File: config.mk
export PLATFORM = sky130hd
export DESIGN_NAME = bank_switch_mapper_scanline_irq_flat
export DESIGN_NICKNAME = d
export VERILOG_FILES = /design/src/sv/bsm_pkg.sv /design/src/sv/bsm_in_if.sv /design/src/sv/bsm_out_if.sv /design/src/sv/bsm_ctrl.sv /design/src/sv/bsm_datapath.sv /design/src/sv/bank_switch_mapper_scanline_irq.sv /design/src/flat_wrapper.sv
export SDC_FILE = /design/constraint.sdc
export NUM_CORES = 1
export LEC_CHECK = 0
export BUFFER_PORTS_ARGS = -buffer_cell sky130_fd_sc_hd__buf_4
export CELL_PAD_IN_SITES_DETAIL_PLACEMENT = 2
export CELL_PAD_IN_SITES_GLOBAL_PLACEMENT = 2
export CORE_UTILIZATION = 33
export CTS_CLUSTER_DIAMETER = 60
export CTS_CLUSTER_SIZE = 12
export DETAILED_ROUTE_END_ITERATION = 12
export PLACE_DENSITY = 0.69
export SYNTH_ARGS = -nofsm -noshare
export SYNTH_HDL_FRONTEND = slang
export SYNTH_SLANG_ARGS = --single-unit
File: constraint.sdc
create_clock -name clk_i -period 7.1 [get_ports clk_i]
set_clock_uncertainty 0.2 [all_clocks]
set_input_delay 0.355 -clock clk_i [delete_from_list [all_inputs] [get_ports clk_i]]
set_output_delay 0.355 -clock clk_i [all_outputs]
set_load 0.02 [all_outputs]
File: src/sv/bsm_pkg.sv
// Shared types and constants for the bank switch mapper with scanline IRQ.
// Used by the result channel interface, controller, datapath and top level.
package bsm_pkg;

  localparam int unsigned PRG_CNT_W  = 9;
  localparam int unsigned CHR_CNT_W  = 11;
  localparam int unsigned CFG_DATA_W = 11;
  localparam int unsigned CFG_IDX_W  = 1;
  localparam int unsigned CHR_SLOTS  = 8;
  localparam int unsigned SLOT_W     = $clog2(CHR_SLOTS);
  localparam int unsigned DIV_STEPS  = 8;
  localparam int unsigned DIV_CNT_W  = $clog2(DIV_STEPS);

  localparam logic [PRG_CNT_W-1:0] PRG_COUNT_RST = 9'd16;
  localparam logic [CHR_CNT_W-1:0] CHR_COUNT_RST = 11'd128;

  localparam logic [CFG_IDX_W-1:0] CFG_PRG_COUNT = 1'b0;
  localparam logic [CFG_IDX_W-1:0] CFG_CHR_COUNT = 1'b1;

  localparam logic FUNC_WRITE = 1'b0;
  localparam logic FUNC_TICK  = 1'b1;

  localparam logic [15:0] ADDR_MASK     = 16'hf00f;
  localparam logic [15:0] ADDR_PRG0     = 16'h8000;
  localparam logic [15:0] ADDR_PRG1     = 16'ha000;
  localparam logic [15:0] ADDR_MIRR     = 16'h9000;
  localparam logic [15:0] ADDR_MODE     = 16'h9002;
  localparam logic [15:0] ADDR_LATCH_LO = 16'hf000;
  localparam logic [15:0] ADDR_LATCH_HI = 16'hf002;
  localparam logic [15:0] ADDR_IRQ_ACK  = 16'hf003;
  localparam logic [15:0] ADDR_IRQ_CTRL = 16'hf004;

  localparam logic [3:0] CHR_PAGE_FIRST = 4'hb;
  localparam logic [3:0] CHR_PAGE_LAST  = 4'he;

  // low address nibble inside a character register page
  localparam logic [3:0] CHR_EVEN_LO  = 4'h0;
  localparam logic [3:0] CHR_EVEN_HI  = 4'h2;
  localparam logic [3:0] CHR_ODD_LO_A = 4'h1;
  localparam logic [3:0] CHR_ODD_LO_B = 4'h4;
  localparam logic [3:0] CHR_ODD_HI_A = 4'h3;
  localparam logic [3:0] CHR_ODD_HI_B = 4'h6;

  typedef enum logic [1:0] {
    UPD_NONE = 2'd0,
    UPD_PRG  = 2'd1,
    UPD_CHR  = 2'd2,
    UPD_MIRR = 2'd3
  } upd_kind_e;

  typedef struct packed {
    logic accept;
    logic load_direct;
    logic div_step;
    logic load_div;
  } bsm_cmd_t;

  typedef struct packed {
    logic need_div;
  } bsm_stat_t;

endpackage

File: src/sv/bsm_in_if.sv
// Input channel: CPU write or scanline tick, valid/ready handshake.
// Depends on nothing.
interface bsm_in_if;
  logic        valid;
  logic        ready;
  logic        func;
  logic [15:0] addr;
  logic [7:0]  wdata;

  modport source (output valid, func, addr, wdata, input ready);
  modport sink   (input valid, func, addr, wdata, output ready);
endinterface

File: src/sv/bsm_out_if.sv
// Result channel: bank update or IRQ request, valid/ready handshake.
// Depends on bsm_pkg for the update kind type.
interface bsm_out_if;
  logic                        valid;
  logic                        ready;
  bsm_pkg::upd_kind_e          update_kind;
  logic [bsm_pkg::SLOT_W-1:0]  slot;
  logic [7:0]                  bank;
  logic                        irq_request;

  modport source (output valid, update_kind, slot, bank, irq_request, input ready);
  modport sink   (input valid, update_kind, slot, bank, irq_request, output ready);
endinterface

File: src/sv/bsm_ctrl.sv
// Controller: handshakes, bit-serial modulo sequencing, result register valid.
// Depends on bsm_pkg for command and status structs.
module bsm_ctrl (
  input  logic               clk_i,
  input  logic               rst_ni,
  input  logic               in_valid_i,
  output logic               in_ready_o,
  output logic               out_valid_o,
  input  logic               out_ready_i,
  input  bsm_pkg::bsm_stat_t stat_i,
  output bsm_pkg::bsm_cmd_t  cmd_o
);

  localparam logic [1:0] ST_IDLE = 2'd0;
  localparam logic [1:0] ST_DIV  = 2'd1;
  localparam logic [1:0] ST_DONE = 2'd2;

  logic [1:0]                      state_q, state_d;
  logic [bsm_pkg::DIV_CNT_W-1:0]   cnt_q, cnt_d;
  logic                            out_valid_q, out_valid_d;
  logic                            out_free;
  logic                            accept;

  assign out_free   = !out_valid_q || out_ready_i;
  assign in_ready_o = (state_q == ST_IDLE) && out_free;
  assign accept     = in_valid_i && in_ready_o;
  assign out_valid_o = out_valid_q;

  always_comb begin
    cmd_o.accept      = accept;
    cmd_o.load_direct = accept && !stat_i.need_div;
    cmd_o.div_step    = (state_q == ST_DIV);
    cmd_o.load_div    = (state_q == ST_DONE) && out_free;
  end

  always_comb begin
    state_d = state_q;
    cnt_d   = cnt_q;
    case (state_q)
      ST_IDLE: begin
        if (accept && stat_i.need_div) begin
          state_d = ST_DIV;
          cnt_d   = '0;
        end
      end
      ST_DIV: begin
        cnt_d = cnt_q + 1'b1;
        if (cnt_q == bsm_pkg::DIV_CNT_W'(bsm_pkg::DIV_STEPS - 1)) begin
          state_d = ST_DONE;
        end
      end
      ST_DONE: begin
        // hold the remainder until the result register frees up
        if (out_free) begin
          state_d = ST_IDLE;
        end
      end
      default: begin
        state_d = ST_IDLE;
      end
    endcase
  end

  always_comb begin
    if (cmd_o.load_direct || cmd_o.load_div) begin
      out_valid_d = 1'b1;
    end else if (out_ready_i) begin
      out_valid_d = 1'b0;
    end else begin
      out_valid_d = out_valid_q;
    end
  end

  always_ff @(posedge clk_i or negedge rst_ni) begin
    if (!rst_ni) begin
      state_q     <= ST_IDLE;
      cnt_q       <= '0;
      out_valid_q <= 1'b0;
    end else begin
      state_q     <= state_d;
      cnt_q       <= cnt_d;
      out_valid_q <= out_valid_d;
    end
  end

endmodule

File: src/sv/bsm_datapath.sv
// Datapath: address decode, mapper registers, IRQ counter, bit-serial modulo
// and the result register. Depends on bsm_pkg.
module bsm_datapath (
  input  logic                              clk_i,
  input  logic                              rst_ni,
  input  logic                              cfg_we_i,
  input  logic [bsm_pkg::CFG_IDX_W-1:0]     cfg_idx_i,
  input  logic [bsm_pkg::CFG_DATA_W-1:0]    cfg_wdata_i,
  input  logic                              func_i,
  input  logic [15:0]                       addr_i,
  input  logic [7:0]                        wdata_i,
  input  bsm_pkg::bsm_cmd_t                 cmd_i,
  output bsm_pkg::bsm_stat_t                stat_o,
  output bsm_pkg::upd_kind_e                update_kind_o,
  output logic [bsm_pkg::SLOT_W-1:0]        slot_o,
  output logic [7:0]                        bank_o,
  output logic                              irq_request_o
);

  logic [bsm_pkg::PRG_CNT_W-1:0] prg_cnt_q;
  logic [bsm_pkg::CHR_CNT_W-1:0] chr_cnt_q;
  logic [7:0]                    chr_regs_q [bsm_pkg::CHR_SLOTS];
  logic [7:0]                    mode_q;
  logic [1:0]                    irq_en_q;
  logic [7:0]                    irq_cnt_q;
  logic [7:0]                    irq_latch_q;

  // decode
  logic [15:0]                   a;
  logic [3:0]                    h, l;
  logic [3:0]                    chr_page;
  logic                          chr_page_hit, chr_hit, chr_hi, chr_odd;
  logic [bsm_pkg::SLOT_W-1:0]    chr_slot;
  logic [7:0]                    chr_old, chr_new;
  logic                          is_write;
  logic                          wr_mode, wr_latch_lo, wr_latch_hi, wr_ack, wr_ctrl;
  logic                          tick_on, tick_wrap;

  bsm_pkg::upd_kind_e            dec_kind;
  logic [bsm_pkg::SLOT_W-1:0]    dec_slot;
  logic [7:0]                    dec_val;
  logic [bsm_pkg::CHR_CNT_W-1:0] dec_den;

  // modulo unit
  logic [bsm_pkg::SLOT_W-1:0]    pend_slot_q;
  bsm_pkg::upd_kind_e            pend_kind_q;
  logic [7:0]                    num_q, rem_q;
  logic [bsm_pkg::CHR_CNT_W-1:0] den_q;
  logic [8:0]                    rem_sh, rem_sub;
  logic                          rem_ge;

  // result register
  bsm_pkg::upd_kind_e            out_kind_q;
  logic [bsm_pkg::SLOT_W-1:0]    out_slot_q;
  logic [7:0]                    out_bank_q;
  logic                          out_irq_q;

  assign a        = addr_i & bsm_pkg::ADDR_MASK;
  assign h        = a[15:12];
  assign l        = a[3:0];
  assign is_write = (func_i == bsm_pkg::FUNC_WRITE);
  assign chr_page = h - bsm_pkg::CHR_PAGE_FIRST;
  assign chr_page_hit = (h >= bsm_pkg::CHR_PAGE_FIRST) && (h <= bsm_pkg::CHR_PAGE_LAST);

  always_comb begin
    chr_hit = 1'b1;
    chr_hi  = 1'b0;
    chr_odd = 1'b0;
    case (l)
      bsm_pkg::CHR_EVEN_LO: ;
      bsm_pkg::CHR_EVEN_HI: chr_hi = 1'b1;
      bsm_pkg::CHR_ODD_LO_A, bsm_pkg::CHR_ODD_LO_B: chr_odd = 1'b1;
      bsm_pkg::CHR_ODD_HI_A, bsm_pkg::CHR_ODD_HI_B: begin
        chr_odd = 1'b1;
        chr_hi  = 1'b1;
      end
      default: chr_hit = 1'b0;
    endcase
    chr_hit = chr_hit && chr_page_hit && is_write;
  end

  assign chr_slot = {chr_page[1:0], chr_odd};
  assign chr_old  = chr_regs_q[chr_slot];
  assign chr_new  = chr_hi ? {wdata_i[3:0], chr_old[3:0]} : {chr_old[7:4], wdata_i[3:0]};

  assign wr_mode     = is_write && (a == bsm_pkg::ADDR_MODE);
  assign wr_latch_lo = is_write && (a == bsm_pkg::ADDR_LATCH_LO);
  assign wr_latch_hi = is_write && (a == bsm_pkg::ADDR_LATCH_HI);
  assign wr_ack      = is_write && (a == bsm_pkg::ADDR_IRQ_ACK);
  assign wr_ctrl     = is_write && (a == bsm_pkg::ADDR_IRQ_CTRL);
  assign tick_on     = !is_write && irq_en_q[1];
  assign tick_wrap   = tick_on && (irq_cnt_q == 8'hff);

  always_comb begin
    dec_kind = bsm_pkg::UPD_NONE;
    dec_slot = '0;
    dec_val  = '0;
    dec_den  = '0;
    if (is_write) begin
      if (a == bsm_pkg::ADDR_PRG0) begin
        dec_kind = bsm_pkg::UPD_PRG;
        dec_slot = mode_q[1] ? bsm_pkg::SLOT_W'(2) : '0;
        dec_val  = wdata_i;
        dec_den  = bsm_pkg::CHR_CNT_W'(prg_cnt_q);
      end else if (a == bsm_pkg::ADDR_PRG1) begin
        dec_kind = bsm_pkg::UPD_PRG;
        dec_slot = bsm_pkg::SLOT_W'(1);
        dec_val  = wdata_i;
        dec_den  = bsm_pkg::CHR_CNT_W'(prg_cnt_q);
      end else if (a == bsm_pkg::ADDR_MIRR) begin
        dec_kind = bsm_pkg::UPD_MIRR;
        dec_val  = {6'd0, wdata_i[1:0]};
      end else if (chr_hit) begin
        dec_kind = bsm_pkg::UPD_CHR;
        dec_slot = chr_slot;
        dec_val  = chr_new;
        dec_den  = chr_cnt_q;
      end
    end
  end

  // zero count passes the value unreduced, so only nonzero counts divide
  assign stat_o.need_div = (dec_kind == bsm_pkg::UPD_PRG || dec_kind == bsm_pkg::UPD_CHR)
                           && (dec_den != '0);

  // one restoring step per cycle, MSB of the dividend first
  assign rem_sh  = {rem_q, num_q[7]};
  assign rem_ge  = {2'b00, rem_sh} >= den_q;
  assign rem_sub = rem_sh - den_q[8:0];

  always_ff @(posedge clk_i or negedge rst_ni) begin
    if (!rst_ni) begin
      prg_cnt_q   <= bsm_pkg::PRG_COUNT_RST;
      chr_cnt_q   <= bsm_pkg::CHR_COUNT_RST;
      mode_q      <= '0;
      irq_en_q    <= '0;
      irq_cnt_q   <= '0;
      irq_latch_q <= '0;
      for (int i = 0; i < bsm_pkg::CHR_SLOTS; i++) begin
        chr_regs_q[i] <= 8'(i);
      end
    end else begin
      if (cfg_we_i) begin
        case (cfg_idx_i)
          bsm_pkg::CFG_PRG_COUNT: prg_cnt_q <= cfg_wdata_i[bsm_pkg::PRG_CNT_W-1:0];
          bsm_pkg::CFG_CHR_COUNT: chr_cnt_q <= cfg_wdata_i;
          default: ;
        endcase
      end
      if (cmd_i.accept) begin
        if (chr_hit) begin
          chr_regs_q[chr_slot] <= chr_new;
        end
        if (wr_mode) begin
          mode_q <= wdata_i;
        end
        if (wr_latch_lo) begin
          irq_latch_q[3:0] <= wdata_i[3:0];
        end
        if (wr_latch_hi) begin
          irq_latch_q[7:4] <= wdata_i[3:0];
        end
        if (wr_ack || tick_wrap) begin
          irq_en_q[1] <= irq_en_q[0];
        end
        if (wr_ctrl) begin
          irq_en_q <= wdata_i[1:0];
        end
        if ((wr_ctrl && wdata_i[1]) || tick_wrap) begin
          irq_cnt_q <= irq_latch_q;
        end else if (tick_on) begin
          irq_cnt_q <= irq_cnt_q + 8'd1;
        end
      end
    end
  end

  always_ff @(posedge clk_i) begin
    if (cmd_i.accept) begin
      pend_kind_q <= dec_kind;
      pend_slot_q <= dec_slot;
      num_q       <= dec_val;
      den_q       <= dec_den;
      rem_q       <= '0;
    end else if (cmd_i.div_step) begin
      num_q <= {num_q[6:0], 1'b0};
      rem_q <= rem_ge ? rem_sub[7:0] : rem_sh[7:0];
    end
    if (cmd_i.load_direct) begin
      out_kind_q <= dec_kind;
      out_slot_q <= dec_slot;
      out_bank_q <= dec_val;
      out_irq_q  <= tick_wrap;
    end else if (cmd_i.load_div) begin
      out_kind_q <= pend_kind_q;
      out_slot_q <= pend_slot_q;
      out_bank_q <= rem_q;
      out_irq_q  <= 1'b0;
    end
  end

  assign update_kind_o = out_kind_q;
  assign slot_o        = out_slot_q;
  assign bank_o        = out_bank_q;
  assign irq_request_o = out_irq_q;

endmodule

File: src/sv/bank_switch_mapper_scanline_irq.sv
// Top level of the bank switch mapper with scanline IRQ counter.
// Depends on bsm_pkg, bsm_in_if, bsm_out_if, bsm_ctrl and bsm_datapath.
//
//   channel  | dir | payload                                  | handshake
//   in_i     | in  | func, addr[15:0], wdata[7:0]              | valid/ready
//   out_o    | out | update_kind[1:0], slot[2:0], bank[7:0],   | valid/ready
//            |     | irq_request                               |
//   cfg      | in  | cfg_idx_i, cfg_wdata_i[10:0]              | cfg_we_i
//
// Ticks, mirroring, mode, IRQ and unmapped writes and zero bank counts are
// taken at one item per cycle while results drain. A bank write with a
// nonzero count: accept, 8 bit-serial modulo steps and one result load.
// One item is in flight at a time; a waiting result blocks the input, which
// opens again in the cycle the result register drains. A stalled result holds
// the modulo unit in its final state. Reset is asynchronous, active low, and
// restores all mapper registers at once.
module bank_switch_mapper_scanline_irq (
  input  logic                            clk_i,
  input  logic                            rst_ni,
  bsm_in_if.sink                          in_i,
  bsm_out_if.source                       out_o,
  input  logic                            cfg_we_i,
  input  logic [bsm_pkg::CFG_IDX_W-1:0]   cfg_idx_i,
  input  logic [bsm_pkg::CFG_DATA_W-1:0]  cfg_wdata_i
);

  bsm_pkg::bsm_cmd_t  cmd;
  bsm_pkg::bsm_stat_t stat;

  bsm_ctrl u_ctrl (
    .clk_i       (clk_i),
    .rst_ni      (rst_ni),
    .in_valid_i  (in_i.valid),
    .in_ready_o  (in_i.ready),
    .out_valid_o (out_o.valid),
    .out_ready_i (out_o.ready),
    .stat_i      (stat),
    .cmd_o       (cmd)
  );

  bsm_datapath u_datapath (
    .clk_i         (clk_i),
    .rst_ni        (rst_ni),
    .cfg_we_i      (cfg_we_i),
    .cfg_idx_i     (cfg_idx_i),
    .cfg_wdata_i   (cfg_wdata_i),
    .func_i        (in_i.func),
    .addr_i        (in_i.addr),
    .wdata_i       (in_i.wdata),
    .cmd_i         (cmd),
    .stat_o        (stat),
    .update_kind_o (out_o.update_kind),
    .slot_o        (out_o.slot),
    .bank_o        (out_o.bank),
    .irq_request_o (out_o.irq_request)
  );

endmodule

File: src/flat_wrapper.sv
// flat-port wrapper written by rule: the top's interface ports become plain ports
module bank_switch_mapper_scanline_irq_flat 
  (clk_i, rst_ni, cfg_we_i, cfg_idx_i, cfg_wdata_i, in_i_valid, in_i_func, in_i_addr, in_i_wdata, in_i_ready, out_o_valid, out_o_update_kind, out_o_slot, out_o_bank, out_o_irq_request, out_o_ready);
  bsm_in_if in_i_i ();
  bsm_out_if out_o_i ();
  input  logic clk_i;
  input  logic rst_ni;
  input  logic cfg_we_i;
  input  logic [bsm_pkg::CFG_IDX_W-1:0] cfg_idx_i;
  input  logic [bsm_pkg::CFG_DATA_W-1:0] cfg_wdata_i;
  input wire logic [$bits(in_i_i.valid)-1:0] in_i_valid;
  input wire logic [$bits(in_i_i.func)-1:0] in_i_func;
  input wire logic [$bits(in_i_i.addr)-1:0] in_i_addr;
  input wire logic [$bits(in_i_i.wdata)-1:0] in_i_wdata;
  output wire logic [$bits(in_i_i.ready)-1:0] in_i_ready;
  output wire logic [$bits(out_o_i.valid)-1:0] out_o_valid;
  output wire logic [$bits(out_o_i.update_kind)-1:0] out_o_update_kind;
  output wire logic [$bits(out_o_i.slot)-1:0] out_o_slot;
  output wire logic [$bits(out_o_i.bank)-1:0] out_o_bank;
  output wire logic [$bits(out_o_i.irq_request)-1:0] out_o_irq_request;
  input wire logic [$bits(out_o_i.ready)-1:0] out_o_ready;
  assign in_i_i.valid = in_i_valid;
  assign in_i_i.func = in_i_func;
  assign in_i_i.addr = in_i_addr;
  assign in_i_i.wdata = in_i_wdata;
  assign in_i_ready = in_i_i.ready;
  assign out_o_valid = out_o_i.valid;
  assign out_o_update_kind = out_o_i.update_kind;
  assign out_o_slot = out_o_i.slot;
  assign out_o_bank = out_o_i.bank;
  assign out_o_irq_request = out_o_i.irq_request;
  assign out_o_i.ready = out_o_ready;
  bank_switch_mapper_scanline_irq u_core (.clk_i(clk_i), .rst_ni(rst_ni), .in_i(in_i_i), .out_o(out_o_i), .cfg_we_i(cfg_we_i), .cfg_idx_i(cfg_idx_i), .cfg_wdata_i(cfg_wdata_i));
endmodule
==> run metrics <==
status=finished clean; die area=24500 um2; slew margin rel.=around a quarter; Syn-to-layout area delta=15.9%; Worst EP required=7.26 ns; Final Cell Area=9140 um2; placed inst area=8420 um2; wirelength, routed=22200 um; kind of critical path=reg2reg; vias in the first global route=around 6300; Final nets=slightly below 800; Setup WS post-layout=3.34 ns; commonest register cell after synthesis=dfrtp_1; H-tree Lvls=4; # diodes=0; commonest non-fill, non-tap cell in the layout=nand2_1; drt drc=0; Static Leak=approximately 3.8 nW; number of DRC markers in iteration 0=151; Avg Cell Area, Syn=between 10 and 15 um2; Reg area=4050 um2; crit path DAT=just under 4 ns; GR Overflow Total=0; Yosys reg bits=155; CTS tree=done; placer congestion estimate=0.767; R2R Setup Slk=3.34 ns; Core Rows=between 50 and 60; Post-DRT Antenna Nets=0; total number of vias=5553; WHS=0.0481 ns; Ports=58; Yosys cell types=70; Syn Inst Count=688; Fin. Hold Viols=0; layout cells sized above 1=slightly below 30%; R2R depth=6; area occupied by multi-input gates=approximately 3500 um2; crit path launch=u_core.u_ctrl.out_valid_o; largest net degree at the start of global routing=71; number of synthesized flops with an enable pin=38; clk sinks=155; crit-path max cell delay=0.90 ns; gr usage total=19.6%; TritonRoute pass-1 iters=4; Slowest-stage cell, CP=nand4_1; clock buffer depth=2; actual slew at the worst max-slew pin=1.10 ns; antenna violations before repair=0; clk_lat worst skew=0.43 ns; hold_sp=in_i_wdata[2]; TritonCTS buffer count=17; Starting Density=33.6%; Final Critical Period=between 3 and 4 ns; highest clock rate=0.266 GHz; hpwl dp=15400 um; Post CTS Setup Buffer Count=0; Peak VDD IR=128 uV; Die H=157 um; Core ar.=23500 um2; Net Count, Synth=around 750; Fillers=2420; Post-Route Setup TNS=0 ns; Post-Syn Area=about 7900 um2; Synth Warn #=0; fraction of registers with async set/reset=70.3%; Worst Hold Class=in2reg; max-slew violation count=0; CP startpoint kind=flop; Power per Cell Area=286 nW/um2; CP delay by family, top=simple AND/OR/NAND/NOR gates; Max Fanout on Critical Path=31; Via density=roughly 5.2; Port Buffers=49; WL/cell=20.8 um; DIE WIDTH=roughly 160 um; part of the cycle the worst path needs=53.0%; worst reg2reg endpoint=u_core.u_datapath.chr_regs_q[16]; Setup WS pre-CTS=3.15 ns; Util after Layout=38.9%; Clock transition at path regs=about 0.070 ns; critical path depth=6; Crit. End Element=flop; sequential cell area fraction in the yosys report=51.3%; RSZ-0062 raised after global routing=false; final setup violation count=0; RR Startpoint=u_core.u_ctrl.out_valid_o; commonest cells after routing, fill and taps aside=nand2_1 (121), dfrtp_1 (95), buf_4 (50), o21ai_2 (48), mux2_2 (40); number of max-cap violations=0; first-pass GRT wire length=about 36000 um; CP cell instances=nor2b_1, nor3_1, nand2_1, inv_2, nand4_1, mux2_2; critical path capture point=u_core.u_datapath.chr_regs_q[16]; clock root cell=clkbuf_16; Worst Path Buf+Inv=1
## area by class of cell
cell class              count  area share [%]
inverters                  20           0.821
clock inverters            11            1.16
repair buffers             62            5.42
well taps                 319            4.37
flip-flops and latches    155            44.3
clock buffers              21            5.38
multi-input cells         477            38.6
## layer usage
| layer | GRT usage (%) | vias up | routed length, um |
|---|---|---|---|
| li1 | - | 2599 | - |
| met1 | 24.1 | 2863 | 9790 |
| met2 | 35.2 | 67 | 11600 |
| met3 | 2.49 | 24 | 416 |
| met4 | 6.86 | 0 | 390 |
| met5 | 0 | - | 0 |
## worst min path at each step
stage                                            end  slack [ns]  cells past startpoint
global route        u_core.u_datapath.irq_latch_q[2]        0.04                      2
CTS                 u_core.u_datapath.irq_latch_q[2]        0.04                      2
finish              u_core.u_datapath.irq_latch_q[2]        0.05                      2
global placement      u_core.u_datapath.irq_cnt_q[2]        0.18                      1
floorplan                     u_core.u_ctrl.cnt_q[0]       -0.14                      0
detailed placement    u_core.u_datapath.irq_cnt_q[0]        0.19                      1
## per-stage QoR
stage               instances  power [mW]
detailed placement       1021        1.70
CTS                      1065        2.64
global placement         1021        1.65
global route             1065        2.73
finish                   1065        2.61
floorplan                 688        1.51
## power by group
| group | leakage, nW | internal (mW) | switching [mW] |
|---|---|---|---|
| sequential | 1.85 | 1.06 | 0.0761 |
| combinational | 1.69 | 0.219 | 0.332 |
| clock | 0.295 | 0.535 | 0.390 |
| total | 3.83 | 1.81 | 0.798 |
## registers in the layout, summed over array words and instances (netlist names)
signal,count
u_core.u_datapath.slot_o,3
u_core.u_datapath.chr_cnt_q,11
u_core.u_ctrl.state_q,2
u_core.u_datapath.irq_request_o,1
u_core.u_datapath.irq_cnt_q,8
u_core.u_datapath.chr_regs_q,64
u_core.u_datapath.den_q,11
u_core.u_datapath.pend_slot_q,3
u_core.u_ctrl.cnt_q,3
u_core.u_datapath.update_kind_o,2
u_core.u_datapath.irq_latch_q,8
u_core.u_datapath.mode_q,1
u_core.u_datapath.irq_en_q,2
u_core.u_datapath.prg_cnt_q,9
u_core.u_ctrl.out_valid_o,1
u_core.u_datapath.num_q,8
u_core.u_datapath.bank_o,8
u_core.u_datapath.pend_kind_q,2
u_core.u_datapath.rem_q,8
## synthesized netlist by cell type, types with 4 or more instances
| library cell | instances | share of area [%] |
|---|---|---|
| o21ai_0 | 22 | 1.4 |
| edfxtp_1 | 38 | 14 |
| and3_1 | 9 | 0.71 |
| o31ai_1 | 4 | 0.38 |
| o22ai_1 | 11 | 0.87 |
| mux4_2 | 9 | 2.6 |
| o21ai_2 | 48 | 5.3 |
| or2_1 | 6 | 0.48 |
| a22o_1 | 11 | 1.2 |
| mux2_4 | 6 | 1.1 |
| nand4_1 | 5 | 0.40 |
| nor3_1 | 7 | 0.44 |
| mux4_1 | 6 | 2.0 |
| nand2b_1 | 6 | 0.48 |
| inv_1 | 19 | 0.90 |
| nor2_1 | 21 | 1.0 |
| nor4_1 | 5 | 0.40 |
| a21oi_1 | 15 | 0.95 |
| nand3_1 | 11 | 0.70 |
| nor2b_1 | 5 | 0.40 |
| o31a_1 | 10 | 1.1 |
| nand2_1 | 121 | 5.8 |
| mux2i_1 | 5 | 0.63 |
| o21a_1 | 4 | 0.38 |
| and2_1 | 5 | 0.40 |
| buf_6 | 12 | 1.7 |
| o21ai_1 | 22 | 1.4 |
| buf_2 | 11 | 0.70 |
| ha_1 | 16 | 2.5 |
| dfrtp_1 | 95 | 30 |
| dfstp_2 | 14 | 4.7 |
| dfxtp_1 | 8 | 2.0 |
| clkbuf_1 | 10 | 0.48 |
| mux2_2 | 40 | 5.7 |
## logic make-up (layout without fill, tap and decap cells)
family | Yosys count | after routing | synth area share [%]
flip-flops | 155 | 155 | 51.3
multiplexers | 66 | 66 | 12.1
AND/OR/NAND/NOR | 220 | 220 | 13.6
adder cells (fa/ha/maj) | 17 | 17 | 2.79
AO/OA/AOI/OAI | 169 | 169 | 15.5
XOR/XNOR | 5 | 5 | 0.650
buffers and inverters | 56 | 114 | 4.08
## what timing repair did
item,in CTS,in global routing
endpoints found under the hold margin,58,0
hold buffers,12,0
resized for setup,0,0
## worst reg2reg max path, cell delays in order, from the launching register on
cell and delay, ns:
dfrtp_1 0.40, nor2b_1 0.16, nor3_1 0.24, nand2_1 0.51, inv_2 0.70, nand4_1 0.91, mux2_2 0.58
No activity file was read; power rests on OpenSTA's default activity.
